==> src/hdl/mpe_pkg.sv <==
`timescale 1ns / 1ps
`default_nettype none
// ----------------------------------------------------------------------------
// mpe_pkg
// Types, widths and constants shared by the escape-time pixel unit.
// ----------------------------------------------------------------------------
package mpe_pkg;

	localparam int COORD_BITS    = 32;
	localparam int FRACTION_BITS = 28;
	localparam int PIXEL_BITS    = 12;
	localparam int COUNT_BITS    = 16;
	localparam int SIZE_BITS     = 13;
	localparam int PROD_BITS     = COORD_BITS + PIXEL_BITS;
	localparam int DIV_CNT_BITS  = $clog2(PROD_BITS);
	localparam int SQ_BITS       = 2 * COORD_BITS;
	localparam int ADDR_BITS     = 5;
	localparam int DATA_BITS     = 32;
	localparam int REG_IDX_BITS  = 3;

	localparam logic [SQ_BITS-1:0] ESC_LIMIT = SQ_BITS'(1) << (2 * FRACTION_BITS + 2);

	localparam logic [REG_IDX_BITS-1:0] REG_REAL_LOW   = 3'd0;
	localparam logic [REG_IDX_BITS-1:0] REG_REAL_HIGH  = 3'd1;
	localparam logic [REG_IDX_BITS-1:0] REG_IMAG_LOW   = 3'd2;
	localparam logic [REG_IDX_BITS-1:0] REG_IMAG_HIGH  = 3'd3;
	localparam logic [REG_IDX_BITS-1:0] REG_IMAGE_W    = 3'd4;
	localparam logic [REG_IDX_BITS-1:0] REG_IMAGE_H    = 3'd5;
	localparam logic [REG_IDX_BITS-1:0] REG_MAX_ITER   = 3'd6;

	localparam logic [COORD_BITS-1:0] RST_REAL_LOW  = 32'hE000_0000;
	localparam logic [COORD_BITS-1:0] RST_REAL_HIGH = 32'h1000_0000;
	localparam logic [COORD_BITS-1:0] RST_IMAG_LOW  = 32'hE800_0000;
	localparam logic [COORD_BITS-1:0] RST_IMAG_HIGH = 32'h1800_0000;
	localparam logic [SIZE_BITS-1:0]  RST_IMAGE_W   = 13'd800;
	localparam logic [SIZE_BITS-1:0]  RST_IMAGE_H   = 13'd800;
	localparam logic [COUNT_BITS-1:0] RST_MAX_ITER  = 16'd600;

	localparam logic [7:0] RED_MUL   = 8'd9;
	localparam logic [7:0] GREEN_MUL = 8'd5;
	localparam logic [7:0] BLUE_MUL  = 8'd3;
	localparam logic [7:0] ALPHA     = 8'hFF;

	typedef struct packed {
		logic [PIXEL_BITS-1:0] pixel_col;
		logic [PIXEL_BITS-1:0] pixel_row;
	} pix_req_t;

	typedef struct packed {
		logic [31:0]           rgba_color;
		logic [COUNT_BITS-1:0] iteration_count;
		logic                  escaped;
	} pix_rsp_t;

	typedef struct packed {
		logic [COORD_BITS-1:0] low;
		logic [COORD_BITS-1:0] high;
		logic [PIXEL_BITS-1:0] pixel;
		logic [SIZE_BITS-1:0]  size;
	} map_req_t;

	typedef struct packed {
		logic start;
		logic take;
	} iter_ctl_t;

	typedef struct packed {
		logic                  done;
		logic [COUNT_BITS-1:0] count;
		logic                  escaped;
	} iter_stat_t;

	typedef enum logic [1:0] {
		MAP_IDLE,
		MAP_MUL,
		MAP_DIV,
		MAP_DONE
	} map_state_t;

	typedef enum logic [2:0] {
		IT_IDLE,
		IT_SQ_R,
		IT_SQ_I,
		IT_CROSS,
		IT_STEP,
		IT_DONE
	} iter_state_t;

	typedef enum logic [1:0] {
		TOP_IDLE,
		TOP_MAP_RE,
		TOP_MAP_IM,
		TOP_ITER
	} top_state_t;

	function automatic logic [31:0] make_color(input logic [COUNT_BITS-1:0] count,
	                                           input logic escaped);
		logic [7:0] c8;
		logic [7:0] r;
		logic [7:0] g;
		logic [7:0] b;
		c8 = count[7:0];
		r  = 8'(c8 * RED_MUL);
		g  = 8'(c8 * GREEN_MUL);
		b  = 8'(c8 * BLUE_MUL);
		if (escaped) begin
			make_color = {r, g, b, ALPHA};
		end else begin
			make_color = {24'd0, ALPHA};
		end
	endfunction

endpackage
`default_nettype wire

==> src/hdl/mpe_map.sv <==
`timescale 1ns / 1ps
`default_nettype none
// ----------------------------------------------------------------------------
// mpe_map
// Pixel-to-coordinate mapper: one product, then a bit-serial restoring divide, skipped for a zero size.
// ----------------------------------------------------------------------------
module mpe_map (
	input  wire                             clk,
	input  wire                             arst_n,
	input  wire                             start,
	input  mpe_pkg::map_req_t               op,
	output logic                            done,
	output logic [mpe_pkg::COORD_BITS-1:0]  coord
);

	mpe_pkg::map_state_t state_q;
	mpe_pkg::map_state_t state_d;

	logic [mpe_pkg::COORD_BITS-1:0]   low_q;
	logic [mpe_pkg::COORD_BITS-1:0]   mag_q;
	logic [mpe_pkg::PIXEL_BITS-1:0]   pixel_q;
	logic [mpe_pkg::SIZE_BITS-1:0]    size_q;
	logic                             neg_q;
	logic [mpe_pkg::PROD_BITS-1:0]    quo_q;
	logic [mpe_pkg::SIZE_BITS-1:0]    rem_q;
	logic [mpe_pkg::DIV_CNT_BITS-1:0] cnt_q;

	logic [mpe_pkg::COORD_BITS-1:0] span;
	logic [mpe_pkg::SIZE_BITS:0]    trial;
	logic [mpe_pkg::SIZE_BITS:0]    diff;
	logic                           fits;
	logic [mpe_pkg::COORD_BITS-1:0] offset;
	logic                           take_op;

	assign span  = op.high - op.low;
	assign trial = {rem_q, quo_q[mpe_pkg::PROD_BITS-1]};
	assign diff  = trial - {1'b0, size_q};
	assign fits  = trial >= {1'b0, size_q};

	always_comb begin
		state_d = state_q;
		unique case (state_q)
			mpe_pkg::MAP_IDLE: begin
				if (start) state_d = mpe_pkg::MAP_MUL;
			end
			mpe_pkg::MAP_MUL: begin
				state_d = (size_q == '0) ? mpe_pkg::MAP_DONE : mpe_pkg::MAP_DIV;
			end
			mpe_pkg::MAP_DIV: begin
				if (cnt_q == '0) state_d = mpe_pkg::MAP_DONE;
			end
			mpe_pkg::MAP_DONE: begin
				state_d = start ? mpe_pkg::MAP_MUL : mpe_pkg::MAP_IDLE;
			end
			default: state_d = mpe_pkg::MAP_IDLE;
		endcase
	end

	always_comb begin
		take_op = start && (state_q == mpe_pkg::MAP_IDLE || state_q == mpe_pkg::MAP_DONE);
		done    = state_q == mpe_pkg::MAP_DONE;
		offset  = neg_q ? -quo_q[mpe_pkg::COORD_BITS-1:0] : quo_q[mpe_pkg::COORD_BITS-1:0];
		coord   = (size_q == '0) ? low_q : low_q + offset;
	end

	always_ff @(posedge clk or negedge arst_n) begin
		if (!arst_n) begin
			state_q <= mpe_pkg::MAP_IDLE;
		end else begin
			state_q <= state_d;
		end
	end

	always_ff @(posedge clk) begin
		if (take_op) begin
			low_q   <= op.low;
			mag_q   <= span[mpe_pkg::COORD_BITS-1] ? -span : span;
			neg_q   <= span[mpe_pkg::COORD_BITS-1];
			pixel_q <= op.pixel;
			size_q  <= op.size;
		end
		if (state_q == mpe_pkg::MAP_MUL) begin
			quo_q <= mpe_pkg::PROD_BITS'(mag_q) * mpe_pkg::PROD_BITS'(pixel_q);
			rem_q <= '0;
			cnt_q <= mpe_pkg::DIV_CNT_BITS'(mpe_pkg::PROD_BITS - 1);
		end else if (state_q == mpe_pkg::MAP_DIV) begin
			quo_q <= {quo_q[mpe_pkg::PROD_BITS-2:0], fits};
			rem_q <= fits ? diff[mpe_pkg::SIZE_BITS-1:0] : trial[mpe_pkg::SIZE_BITS-1:0];
			cnt_q <= cnt_q - 1'b1;
		end
	end

endmodule
`default_nettype wire

==> config.mk <==
export PLATFORM = sky130hd
export DESIGN_NAME = mpe_map
export DESIGN_NICKNAME = d
export VERILOG_FILES = /design/src/hdl/mpe_pkg.sv /design/src/hdl/mpe_map.sv
export SDC_FILE = /design/constraint.sdc
export NUM_CORES = 1
export LEC_CHECK = 0
export BUFFER_PORTS_ARGS = -buffer_cell sky130_fd_sc_hd__buf_2
export CAP_MARGIN = 20
export CORE_UTILIZATION = 36
export CTS_BUF_LIST = sky130_fd_sc_hd__clkbuf_8
export CTS_CLUSTER_SIZE = 30
export DETAILED_ROUTE_END_ITERATION = 6
export GPL_TIMING_DRIVEN = 1
export PLACE_DENSITY = 0.59
export SKIP_CTS_REPAIR_TIMING = 1
export SYNTH_ARGS = -nofsm -noshare
export SYNTH_HDL_FRONTEND = slang
export SYNTH_SLANG_ARGS = --single-unit
==> constraint.sdc <==
create_clock -name clk -period 15.1 [get_ports clk]
set_input_delay 0.755 -clock clk [delete_from_list [all_inputs] [get_ports clk]]
set_output_delay 0.755 -clock clk [all_outputs]
set_load 0.005 [all_outputs]
==> results.py <==
metrics = {
    "synthesis": {
        "synthTopCellsByArea": "fa_1, edfxtp_1, ha_1",
        "avgSynthCellArea_sq_um": 8.91,
        "synth_edf_count": 134,
        "post-synth-top-area-fraction": 0.261,
        "synth.distinct_cells": 90,
        "ys_seq_elements": 155,
        "yosysTopAreaCell": "fa_1",
        "synth_warnings": 0,
        "syn-num-nets": 3174,
        "synth_flop_cell": "edfxtp_1",
        "ys_seq_area_frac": 0.191,
        "syn_inst": 2613,
        "ys_async_sr_fraction": 0.0129,
        "netlist_area_sq_um": 23300,
    },
    "drt": {
        "vias_per_cell": 5.26,
        "drc": 0,
        "routed_wl_um": 64700,
        "dr_total_vias": 18500,
        "drt-initial-drc-count": 1375,
        "wl_per_cell_um": 18.4,
        "dr.pass1.iters": 5,
        "antenna_left": 0,
    },
    "global_route": {
        "track_usage": 0.202,
        "grt_pass1_wl_um": 104000,
        "grt_pass1_vias": 19100,
        "grt_max_degree": 71,
        "antenna_found_initial": 1,
        "overflow": 0,
    },
    "sta": {
        "slew_headroom": 0.274,
        "setup_viol": 0,
        "worst_pin_slew_ns": 1.09,
        "setup_tns_ns": 0,
        "fmax_mhz": 136,
        "finClkSkew_ns": 0.0346,
        "finalCriticalPeriod_ns": 7.35,
        "final.period_utilization": 0.487,
        "hold_viol_final": 0,
        "slew_viol_final": 0,
        "rsz0062_at_grt": "false",
    },
    "cells_and_area": {
        "layout-drive-gt1-share": 0.0911,
        "nNetsFinal": 3225,
        "regArea_sq_um": 4450,
        "multi_input_area_sq_um": 16800,
        "syn2layout_area_growth_pct": 8.09,
        "fill_cells": 6265,
    },
    "hold_path": {
        "worstHoldStart": "op[22]",
        "hold_path_class": "in2reg",
    },
    "clock_tree": {
        "htree_levels": 4,
        "clk_latency_ns": 0.57,
        "clkTransAtPathRegs_ns": 0.11,
        "cts_buffer_depth": 2,
        "cts.sink_count": 155,
        "cts-root-buf": "clkbuf_8",
        "cts_tree": "yes",
        "cts_buffers": 17,
    },
    "die": {
        "die_area_sq_um": 65700,
        "die_w_um": 256,
        "std_cell_rows": 92,
        "start_util": 0.367,
        "core-area_sq_um": 63400,
        "die_height_um": 256,
        "io-pin-count": 125,
    },
    "setup_path": {
        "crit_required_ns": 15.40,
        "cp.arrival_ns": 7.65,
        "rrSetupSlack_ns": 7.75,
        "cp-start-kind": "register",
        "critical_path_class": "reg2reg",
        "crit_path_start": "pixel_q[11]$_DFFE_PP_",
        "r2r-start": "pixel_q[11]$_DFFE_PP_",
        "worstSetupEndpointType": "register",
        "cp_max_fo": 32,
    },
    "placed_design": {
        "portBuffers": 124,
        "dp_hpwl_um": 51600,
        "place.gp.congestion": 0.901,
    },
    "outcome": {
        "status": "complete, no violations",
    },
    "job": {
        "cap_violations": 0,
    },
}
[synth_stat cells, drive strengths merged (19+ instances only)]
master and number:
inv 423, mux2 37, xnor2 102, a211oi 28, nand2 405, dfxtp 19, o31ai 24, clkbuf 101
xor2 44, fa 303, a21oi 110, edfxtp 134, nor2 97, nand2b 19, nand4 22, nand3 32
o21ai 106, ha 166, a21o 60, and2 118, nor3 31
[registers in the layout, summed over array words and instances (netlist names)]
signal   count
low_q       32
quo_q       44
cnt_q        6
mag_q       32
size_q      13
pixel_q     12
neg_q        1
rem_q       13
state_q      2
[metal layers]
| layer | share of wire | wire length [um] | vias up | GRT usage |
|---|---|---|---|---|
| met1 | 0.45 | 29100 | 9258 | 0.275 |
| met4 | 0.028 | 1830 | 0 | 0.0652 |
| met3 | 0.051 | 3330 | 83 | 0.0294 |
| met5 | 0 | 0 | - | 0 |
| met2 | 0.47 | 30500 | 544 | 0.329 |
| li1 | - | - | 8652 | - |
[worst max-delay path, cell delays in order (launching register included)]
cell and delay (ns):
edfxtp_1 1.08, nand2_1 0.19, fa_1 0.57, fa_1 0.56, inv_1 0.06, fa_1 0.46, fa_1 0.52, inv_1 0.05
fa_1 0.53, inv_1 0.04, ha_1 0.35, a21oi_1 0.20, o21ai_0 0.22, a2bb2oi_1 0.22, nand3_1 0.25, o41a_1 0.43
a31oi_1 0.50, o41a_1 0.28, o21ai_0 0.14, xnor2_1 0.14, mux2_2 0.26
[per-stage QoR]
stage          cell area [sq um]  hold WS (ns)  utilization  instances  setup slack, ns
2_1_floorplan              23300         0.448            -       2613             9.05
5_1_grt                    25200         0.318        0.397       3524             7.28
3_3_place_gp               24600         0.461        0.388       3484             7.65
6_report                   25200         0.356        0.397       3524             7.75
4_1_cts                    25100       -0.0923        0.395       3518             7.69
3_5_place_dp               24700         0.471        0.389       3486             7.74
[cells in the final DEF, fill, tap and decap left out, types with 27 or more instances in the layout]
cell      instances
a211oi_1         27
ha_1            164
nor2_1           97
nand3_1          31
a21oi_1         110
edfxtp_1        134
mux2_2           37
xnor2_1         102
o21ai_0          99
a21o_1           60
xor2_1           43
nand2_1         404
and2_1          117
fa_1            303
inv_1           424
buf_2           124
nor3_1           30
[final timing paths]
path / end / cells after the start
worst min register to register: rem_q[12]$_SDFFE_PP0P_ / 2
max in group asynchronous: state_q[1]$_DFFE_PN0P_ / 2
worst max-delay path: quo_q[39]$_DFFE_PP_ / 20
worst min-delay path: pixel_q[9]$_DFFE_PP_ / 1
worst max register to register: quo_q[39]$_DFFE_PP_ / 20
min in group asynchronous: state_q[0]$_DFFE_PN0P_ / 2
[kinds of logic after synthesis]
family / share of synthesized area
buf+inv: 0.0864
xor+xnor: 0.0553
fa+ha+maj: 0.350
mux: 0.0235
simple gates: 0.165
compound gates: 0.129
flops: 0.191
[area by class of cell]
type / instances / area share
multi-input combinational: 1924 / 0.669
sequential: 155 / 0.177
inverter: 423 / 0.0631
tap: 846 / 0.0421
timing repair buffer: 143 / 0.0342
clock buffer: 17 / 0.00930
clock inverter: 15 / 0.00547
antenna: 1 / 0.0000995
Power is not shown: default switching activity piles up to over one toggle a cycle in this logic, so the estimate is an artifact.
