===== src/hdl/mpe_pkg.sv =====
`timescale 1ns / 1ps
`default_nettype none
// ----------------------------------------------------------------------------
// mpe_pkg
// Types, widths and constants shared by the escape-time pixel unit.
// ----------------------------------------------------------------------------
package mpe_pkg;

	localparam int COORD_BITS    = 32;
	localparam int FRACTION_BITS = 28;
	localparam int PIXEL_BITS    = 12;
	localparam int COUNT_BITS    = 16;
	localparam int SIZE_BITS     = 13;
	localparam int PROD_BITS     = COORD_BITS + PIXEL_BITS;
	localparam int DIV_CNT_BITS  = $clog2(PROD_BITS);
	localparam int SQ_BITS       = 2 * COORD_BITS;
	localparam int ADDR_BITS     = 5;
	localparam int DATA_BITS     = 32;
	localparam int REG_IDX_BITS  = 3;

	localparam logic [SQ_BITS-1:0] ESC_LIMIT = SQ_BITS'(1) << (2 * FRACTION_BITS + 2);

	localparam logic [REG_IDX_BITS-1:0] REG_REAL_LOW   = 3'd0;
	localparam logic [REG_IDX_BITS-1:0] REG_REAL_HIGH  = 3'd1;
	localparam logic [REG_IDX_BITS-1:0] REG_IMAG_LOW   = 3'd2;
	localparam logic [REG_IDX_BITS-1:0] REG_IMAG_HIGH  = 3'd3;
	localparam logic [REG_IDX_BITS-1:0] REG_IMAGE_W    = 3'd4;
	localparam logic [REG_IDX_BITS-1:0] REG_IMAGE_H    = 3'd5;
	localparam logic [REG_IDX_BITS-1:0] REG_MAX_ITER   = 3'd6;

	localparam logic [COORD_BITS-1:0] RST_REAL_LOW  = 32'hE000_0000;
	localparam logic [COORD_BITS-1:0] RST_REAL_HIGH = 32'h1000_0000;
	localparam logic [COORD_BITS-1:0] RST_IMAG_LOW  = 32'hE800_0000;
	localparam logic [COORD_BITS-1:0] RST_IMAG_HIGH = 32'h1800_0000;
	localparam logic [SIZE_BITS-1:0]  RST_IMAGE_W   = 13'd800;
	localparam logic [SIZE_BITS-1:0]  RST_IMAGE_H   = 13'd800;
	localparam logic [COUNT_BITS-1:0] RST_MAX_ITER  = 16'd600;

	localparam logic [7:0] RED_MUL   = 8'd9;
	localparam logic [7:0] GREEN_MUL = 8'd5;
	localparam logic [7:0] BLUE_MUL  = 8'd3;
	localparam logic [7:0] ALPHA     = 8'hFF;

	typedef struct packed {
		logic [PIXEL_BITS-1:0] pixel_col;
		logic [PIXEL_BITS-1:0] pixel_row;
	} pix_req_t;

	typedef struct packed {
		logic [31:0]           rgba_color;
		logic [COUNT_BITS-1:0] iteration_count;
		logic                  escaped;
	} pix_rsp_t;

	typedef struct packed {
		logic [COORD_BITS-1:0] low;
		logic [COORD_BITS-1:0] high;
		logic [PIXEL_BITS-1:0] pixel;
		logic [SIZE_BITS-1:0]  size;
	} map_req_t;

	typedef struct packed {
		logic start;
		logic take;
	} iter_ctl_t;

	typedef struct packed {
		logic                  done;
		logic [COUNT_BITS-1:0] count;
		logic                  escaped;
	} iter_stat_t;

	typedef enum logic [1:0] {
		MAP_IDLE,
		MAP_MUL,
		MAP_DIV,
		MAP_DONE
	} map_state_t;

	typedef enum logic [2:0] {
		IT_IDLE,
		IT_SQ_R,
		IT_SQ_I,
		IT_CROSS,
		IT_STEP,
		IT_DONE
	} iter_state_t;

	typedef enum logic [1:0] {
		TOP_IDLE,
		TOP_MAP_RE,
		TOP_MAP_IM,
		TOP_ITER
	} top_state_t;

	function automatic logic [31:0] make_color(input logic [COUNT_BITS-1:0] count,
	                                           input logic escaped);
		logic [7:0] c8;
		logic [7:0] r;
		logic [7:0] g;
		logic [7:0] b;
		c8 = count[7:0];
		r  = 8'(c8 * RED_MUL);
		g  = 8'(c8 * GREEN_MUL);
		b  = 8'(c8 * BLUE_MUL);
		if (escaped) begin
			make_color = {r, g, b, ALPHA};
		end else begin
			make_color = {24'd0, ALPHA};
		end
	endfunction

endpackage
`default_nettype wire


===== src/hdl/mpe_iter.sv =====
`timescale 1ns / 1ps
`default_nettype none
// ----------------------------------------------------------------------------
// mpe_iter
// Escape-time iterator around one shared signed multiplier; each step runs the states SQ_R, SQ_I, CROSS and STEP.
// ----------------------------------------------------------------------------
module mpe_iter (
	input  wire                             clk,
	input  wire                             arst_n,
	input  mpe_pkg::iter_ctl_t              ctl,
	input  wire [mpe_pkg::COORD_BITS-1:0]   cr,
	input  wire [mpe_pkg::COORD_BITS-1:0]   ci,
	input  wire [mpe_pkg::COUNT_BITS-1:0]   limit,
	output mpe_pkg::iter_stat_t             stat
);

	mpe_pkg::iter_state_t state_q;
	mpe_pkg::iter_state_t state_d;

	logic [mpe_pkg::COORD_BITS-1:0]        zr_q;
	logic [mpe_pkg::COORD_BITS-1:0]        zi_q;
	logic [mpe_pkg::COORD_BITS-1:0]        cr_q;
	logic [mpe_pkg::COORD_BITS-1:0]        ci_q;
	logic [mpe_pkg::COUNT_BITS-1:0]        limit_q;
	logic [mpe_pkg::COUNT_BITS-1:0]        count_q;
	logic signed [mpe_pkg::SQ_BITS-1:0]    prod_q;
	logic [mpe_pkg::SQ_BITS-1:0]           rr_q;
	logic [mpe_pkg::SQ_BITS-1:0]           ii_q;

	logic signed [mpe_pkg::COORD_BITS-1:0] mul_a;
	logic signed [mpe_pkg::COORD_BITS-1:0] mul_b;
	logic [mpe_pkg::SQ_BITS-1:0]           sq_sum;
	logic                                  outside;

	assign sq_sum  = rr_q + mpe_pkg::SQ_BITS'(prod_q);
	assign outside = sq_sum >= mpe_pkg::ESC_LIMIT;

	always_comb begin
		state_d = state_q;
		unique case (state_q)
			mpe_pkg::IT_IDLE: begin
				if (ctl.start) state_d = mpe_pkg::IT_SQ_R;
			end
			mpe_pkg::IT_SQ_R: begin
				state_d = (count_q < limit_q) ? mpe_pkg::IT_SQ_I : mpe_pkg::IT_DONE;
			end
			mpe_pkg::IT_SQ_I: begin
				state_d = mpe_pkg::IT_CROSS;
			end
			mpe_pkg::IT_CROSS: begin
				state_d = outside ? mpe_pkg::IT_DONE : mpe_pkg::IT_STEP;
			end
			mpe_pkg::IT_STEP: begin
				state_d = mpe_pkg::IT_SQ_R;
			end
			mpe_pkg::IT_DONE: begin
				if (ctl.take) state_d = mpe_pkg::IT_IDLE;
			end
			default: state_d = mpe_pkg::IT_IDLE;
		endcase
	end

	always_comb begin
		mul_a = zr_q;
		mul_b = zr_q;
		unique case (state_q)
			mpe_pkg::IT_SQ_I: begin
				mul_a = zi_q;
				mul_b = zi_q;
			end
			mpe_pkg::IT_CROSS: begin
				mul_a = zr_q;
				mul_b = zi_q;
			end
			default: begin
				mul_a = zr_q;
				mul_b = zr_q;
			end
		endcase
		stat.done    = state_q == mpe_pkg::IT_DONE;
		stat.count   = count_q;
		stat.escaped = count_q != limit_q;
	end

	always_ff @(posedge clk or negedge arst_n) begin
		if (!arst_n) begin
			state_q <= mpe_pkg::IT_IDLE;
		end else begin
			state_q <= state_d;
		end
	end

	always_ff @(posedge clk) begin
		prod_q <= mul_a * mul_b;
		if (state_q == mpe_pkg::IT_IDLE && ctl.start) begin
			zr_q    <= '0;
			zi_q    <= '0;
			count_q <= '0;
			cr_q    <= cr;
			ci_q    <= ci;
			limit_q <= limit;
		end
		if (state_q == mpe_pkg::IT_SQ_I) begin
			rr_q <= mpe_pkg::SQ_BITS'(prod_q);
		end
		if (state_q == mpe_pkg::IT_CROSS) begin
			ii_q <= mpe_pkg::SQ_BITS'(prod_q);
		end
		if (state_q == mpe_pkg::IT_STEP) begin
			zr_q    <= rr_q[mpe_pkg::FRACTION_BITS +: mpe_pkg::COORD_BITS]
			         - ii_q[mpe_pkg::FRACTION_BITS +: mpe_pkg::COORD_BITS] + cr_q;
			zi_q    <= prod_q[mpe_pkg::FRACTION_BITS-1 +: mpe_pkg::COORD_BITS] + ci_q;
			count_q <= count_q + 1'b1;
		end
	end

endmodule
`default_nettype wire

===== config.mk =====
export PLATFORM = sky130hd
export DESIGN_NAME = mpe_iter
export DESIGN_NICKNAME = d
export VERILOG_FILES = /design/src/hdl/mpe_pkg.sv /design/src/hdl/mpe_iter.sv
export SDC_FILE = /design/constraint.sdc
export NUM_CORES = 2
export LEC_CHECK = 0
export ABC_AREA = 1
export BUFFER_PORTS_ARGS = -buffer_cell sky130_fd_sc_hd__buf_2
export CAP_MARGIN = 20
export CORE_UTILIZATION = 55
export CTS_CLUSTER_DIAMETER = 60
export CTS_CLUSTER_SIZE = 20
export DETAILED_ROUTE_END_ITERATION = 10
export GPL_TIMING_DRIVEN = 0
export HOLD_SLACK_MARGIN = 0.03
export PLACE_DENSITY = 0.84
export SLEW_MARGIN = 30
export SYNTH_ARGS = -nofsm -noshare
export SYNTH_HDL_FRONTEND = slang
export SYNTH_SLANG_ARGS = --single-unit
export TNS_END_PERCENT = 100

===== constraint.sdc =====
create_clock -name clk -period 8.05 [get_ports clk]
set_input_delay 0.4025 -clock clk [delete_from_list [all_inputs] [get_ports clk]]
set_output_delay 0.4025 -clock clk [all_outputs]
set_load 0.02 [all_outputs]

==> impl_summary.txt <==
----------------------------------------------------
[Setup path]
  Type of destination of the critical path ... register
  Signal arrival time at the worst endpoint ... 8950 ps
  Largest stage delay on the critical path ... 660 ps
  Cell with the largest stage delay on the worst path ... sky130_fd_sc_hd__fa_2
  Worst R2R End ... prod_q[56]
  Worst R2R Path Depth ... 35
  Cell seen most often among critical-path stages ... sky130_fd_sc_hd__fa_1
  Startpoint of the worst register-to-register path ... state_q[1]
  Data required time of the worst path ... 8540 ps
  Critical path type ... reg -> reg
  Worst Path Max Fanout ... 6
  Setup crit start kind ... register
  Slack of the worst reg-to-reg path ... -400 ps

[Route]
  DRT Wirelength ... 210.3 mm
  Vias ... 47,545
  Antenna Violating Nets Remaining ... 0
  Routed length per instance ... 25.84 um
  Vias/cell ... 5.842
  Number of optimization iterations in the first detailed-route pass ... 7
  Remaining design rule violation count ... 0
  Number of DRC markers in iteration 0 ... 5,472

[Synthesis]
  Number of cells produced by synthesis ... 6,305
  Share of flip-flops with an asynchronous set or reset ... 0.009288
  Main area contributors after synthesis ... sky130_fd_sc_hd__fa_1 41%, sky130_fd_sc_hd__edfxtp_1 14%, sky130_fd_sc_hd__inv_1 11%
  Area share of xor/xnor cells in the synthesized design ... 0.01278
  Portion of synthesized cell area occupied by the leading cell type ... 0.4072
  Synthesized cell area ... 0.05482 sq mm
  Predominant post-synthesis flop cell ... sky130_fd_sc_hd__edfxtp_1
  Netlist cell types ... 61
  Number of enable-type register cells in the synthesized netlist ... 256
  Sequential cell area fraction in the yosys report ... 0.1650
  Total number of yosys warnings ... 0
  Fraction of the mapped netlist area in compound gates ... 0.06386
  Post-Synthesis Mean Instance Area ... 8.695 sq um
  Synth Area in Simple Gates ... 0.1544
  Cell taking the most area after synthesis ... sky130_fd_sc_hd__fa_1
  Number of flip-flops and latches in the synthesized netlist ... 323
  Largest family of logic cells by synthesized area ... adder cells
  Post-synthesis adder-cell area fraction ... 0.4818
  Post-synth net total ... 7,831
  Proportion of synthesized area in mux cells ... 0

[STA]
  Slew Viols, Final ... 0
  Final count of hold timing violations ... 0
  Tightest slew margin relative to the limit ... 0.4197
  Final worst clock skew ... 54.54 ps
  Fmax ... 118.3 MHz
  Worst Max-Slew Pin Slew ... 870.4 ps
  Unrepaired setup endpoints after global routing ... yes
  Setup TNS ... -5112 ps
  Final critical-path required period ... 8453 ps
  Worst Setup Slack, final ... -403.4 ps
  Final setup vio count ... 30
  Period Utilization, post-route ... 1.050

[Global route]
  Initial antenna violation count ... 6
  Wire length of the first global-routing pass ... 300.2 mm
  Number of global-route vias before repair ... 47,560
  Overflow left after global routing ... 0
  Total Routing Usage GR ... 0.4083
  Pin count of the biggest net entering global routing ... 50

[Final layout]
  Most used cells in the layout excluding fill and tap cells ... 1,487 x sky130_fd_sc_hd__inv_1, 1,084 x sky130_fd_sc_hd__nand2_1, 1,051 x sky130_fd_sc_hd__fa_1
  Synthesis-to-layout area growth ... 19.18%
  Number of non-filler instances in the completed layout ... 8,139
  Fraction of final layout cells with drive strength greater than 1 ... 0.1645
  Leading cell type in the layout, fill and taps excluded ... sky130_fd_sc_hd__inv_1
  Post-layout net count ... 8,359
  Core occupancy in the finished layout ... 0.6629

[Placed design]
  Gp weighted congestion ... 1.106
  Placed Instances ... 7,705
  HPWL reported at the end of detailed placement ... 162.5 mm
  Buffers added on ports ... 101

[Floorplan]
  Rows ... 115
  Area of the die ... 0.1009 sq mm
  Std-Cell Core Area ... 0.09856 sq mm
  Die width ... 317.7 um
  Vertical extent of the die ... 317.7 um
  Initial core utilization ... 0.5562
  Top-level I/O count ... 102

[Min path]
  Class of the worst hold path ... in -> async

[Status]
  Violations in the final reports ... negative setup slack
  Run status ... complete, but fails checks

[Clocking]
  H-tree depth ... 1
  Clk root buf ... sky130_fd_sc_hd__clkbuf_16
  Clock transition at the registers of the reported paths ... 90 ps
  Worst-case clock buffer depth ... 3
  Inserted Clock Buffers ... 23
  TritonCTS clock tree ... yes
  CTS sink cnt ... 323
  Insertion delay of the later-clocked pin in the worst-skew pair ... 600 ps

[Run]
  Max capacitance violation total ... 0

----------------------------------------------------
-- critical path, delay by kind of cell, from the launching register on --
kind,cells,cell delay (ps)
AOI/OAI and AO/OA,6,1360
adders and majority gates,9,4330
DFF,1,400
xor gates and xnor gates,1,140
buffers and inverters,13,1580
and+or+nand+nor,6,510
-- what timing repair did --
action | 4_1_cts | 5_1_grt
hold buffers | 81 | 0
pin swaps | 66 | 158
gates cloned | 3 | 2
endpoints found under the hold margin | 83 | 0
gates resized for setup | 466 | 554
buffers inserted | 148 | 159
endpoints found under the setup margin | 46 | 44
-- how the worst max path moves through the flow --
stage | from | to | slack (ps) | depth (start not counted)
after floorplan | state_q[0] | count_q[0] | -310 | 5
after global placement | state_q[0] | zi_q[1] | -3270 | 5
after detailed placement | state_q[2] | prod_q[62] | -2280 | 30
after CTS | state_q[2] | prod_q[54] | -220 | 28
after global routing | state_q[1] | prod_q[62] | -470 | 30
final | state_q[1] | prod_q[56] | -400 | 35
-- metal layers --
metal / routed length (um) / global-route usage / vias up
met2: 91240 / 0.6146 / 3347
met5: 59 / 0 / -
met1: 73400 / 0.5271 / 23513
met4: 18040 / 0.2575 / 6
met3: 27590 / 0.1068 / 870
li1: - / - / 19809
-- flip-flops by register name (all words and copies together), names as in the netlist --
name / flops
ci_q: 32
zr_q: 32
zi_q: 32
limit_q: 16
prod_q: 64
state_q: 3
ii_q: 32
rr_q: 64
count_q: 16
cr_q: 32
-- cells in the mapped netlist (all sizes together) (6+ instances only) --
library cell  count
o21bai           16
xnor2            29
nand2          1138
o21a             30
a31oi            15
nand3            97
xor2             51
and2              7
a21o              7
a221oi           11
a21oi           290
buf             114
nor4             10
nor3             38
and3             11
nand4            13
inv            1580
clkbuf           46
dfxtp            64
nor2            813
ha              327
fa             1115
o211ai            6
a21boi            9
edfxtp          256
o21ai           183
-- metrics by stage --
step	setup slack [ps]	instance area, sq um	hold WS (ps)
CTS	-219.3	61980	157.7
global placement	-3272	56950	220.7
detailed placement	-2275	57120	222.6
floorplan	-314.3	54830	106.9
finish	-403.4	65340	173.8
global route	-466.7	65330	173.5
-- area by class of cell --
cell class | count | area (sq um)
flip-flops and latches | 323 | 9045
plain buffers | 157 | 1670
well taps | 1287 | 1610
clock inverters | 13 | 162.7
repair inverters | 1 | 6.256
fillers | 7683 | 33220
clock buffers | 29 | 608.1
inverters | 1582 | 6195
diodes | 2 | 5.005
multi-input cells | 4241 | 41500
repair buffers | 504 | 4537
-- kinds of logic after synthesis --
logic type,count (synthesis)
fa+ha+maj,1442
xor+xnor,80
buf+inv,1742
flops,323
compound gates,581
simple gates,2137
Power is not shown: default switching activity piles up to over one toggle a cycle in this logic, so the estimate is an artifact.
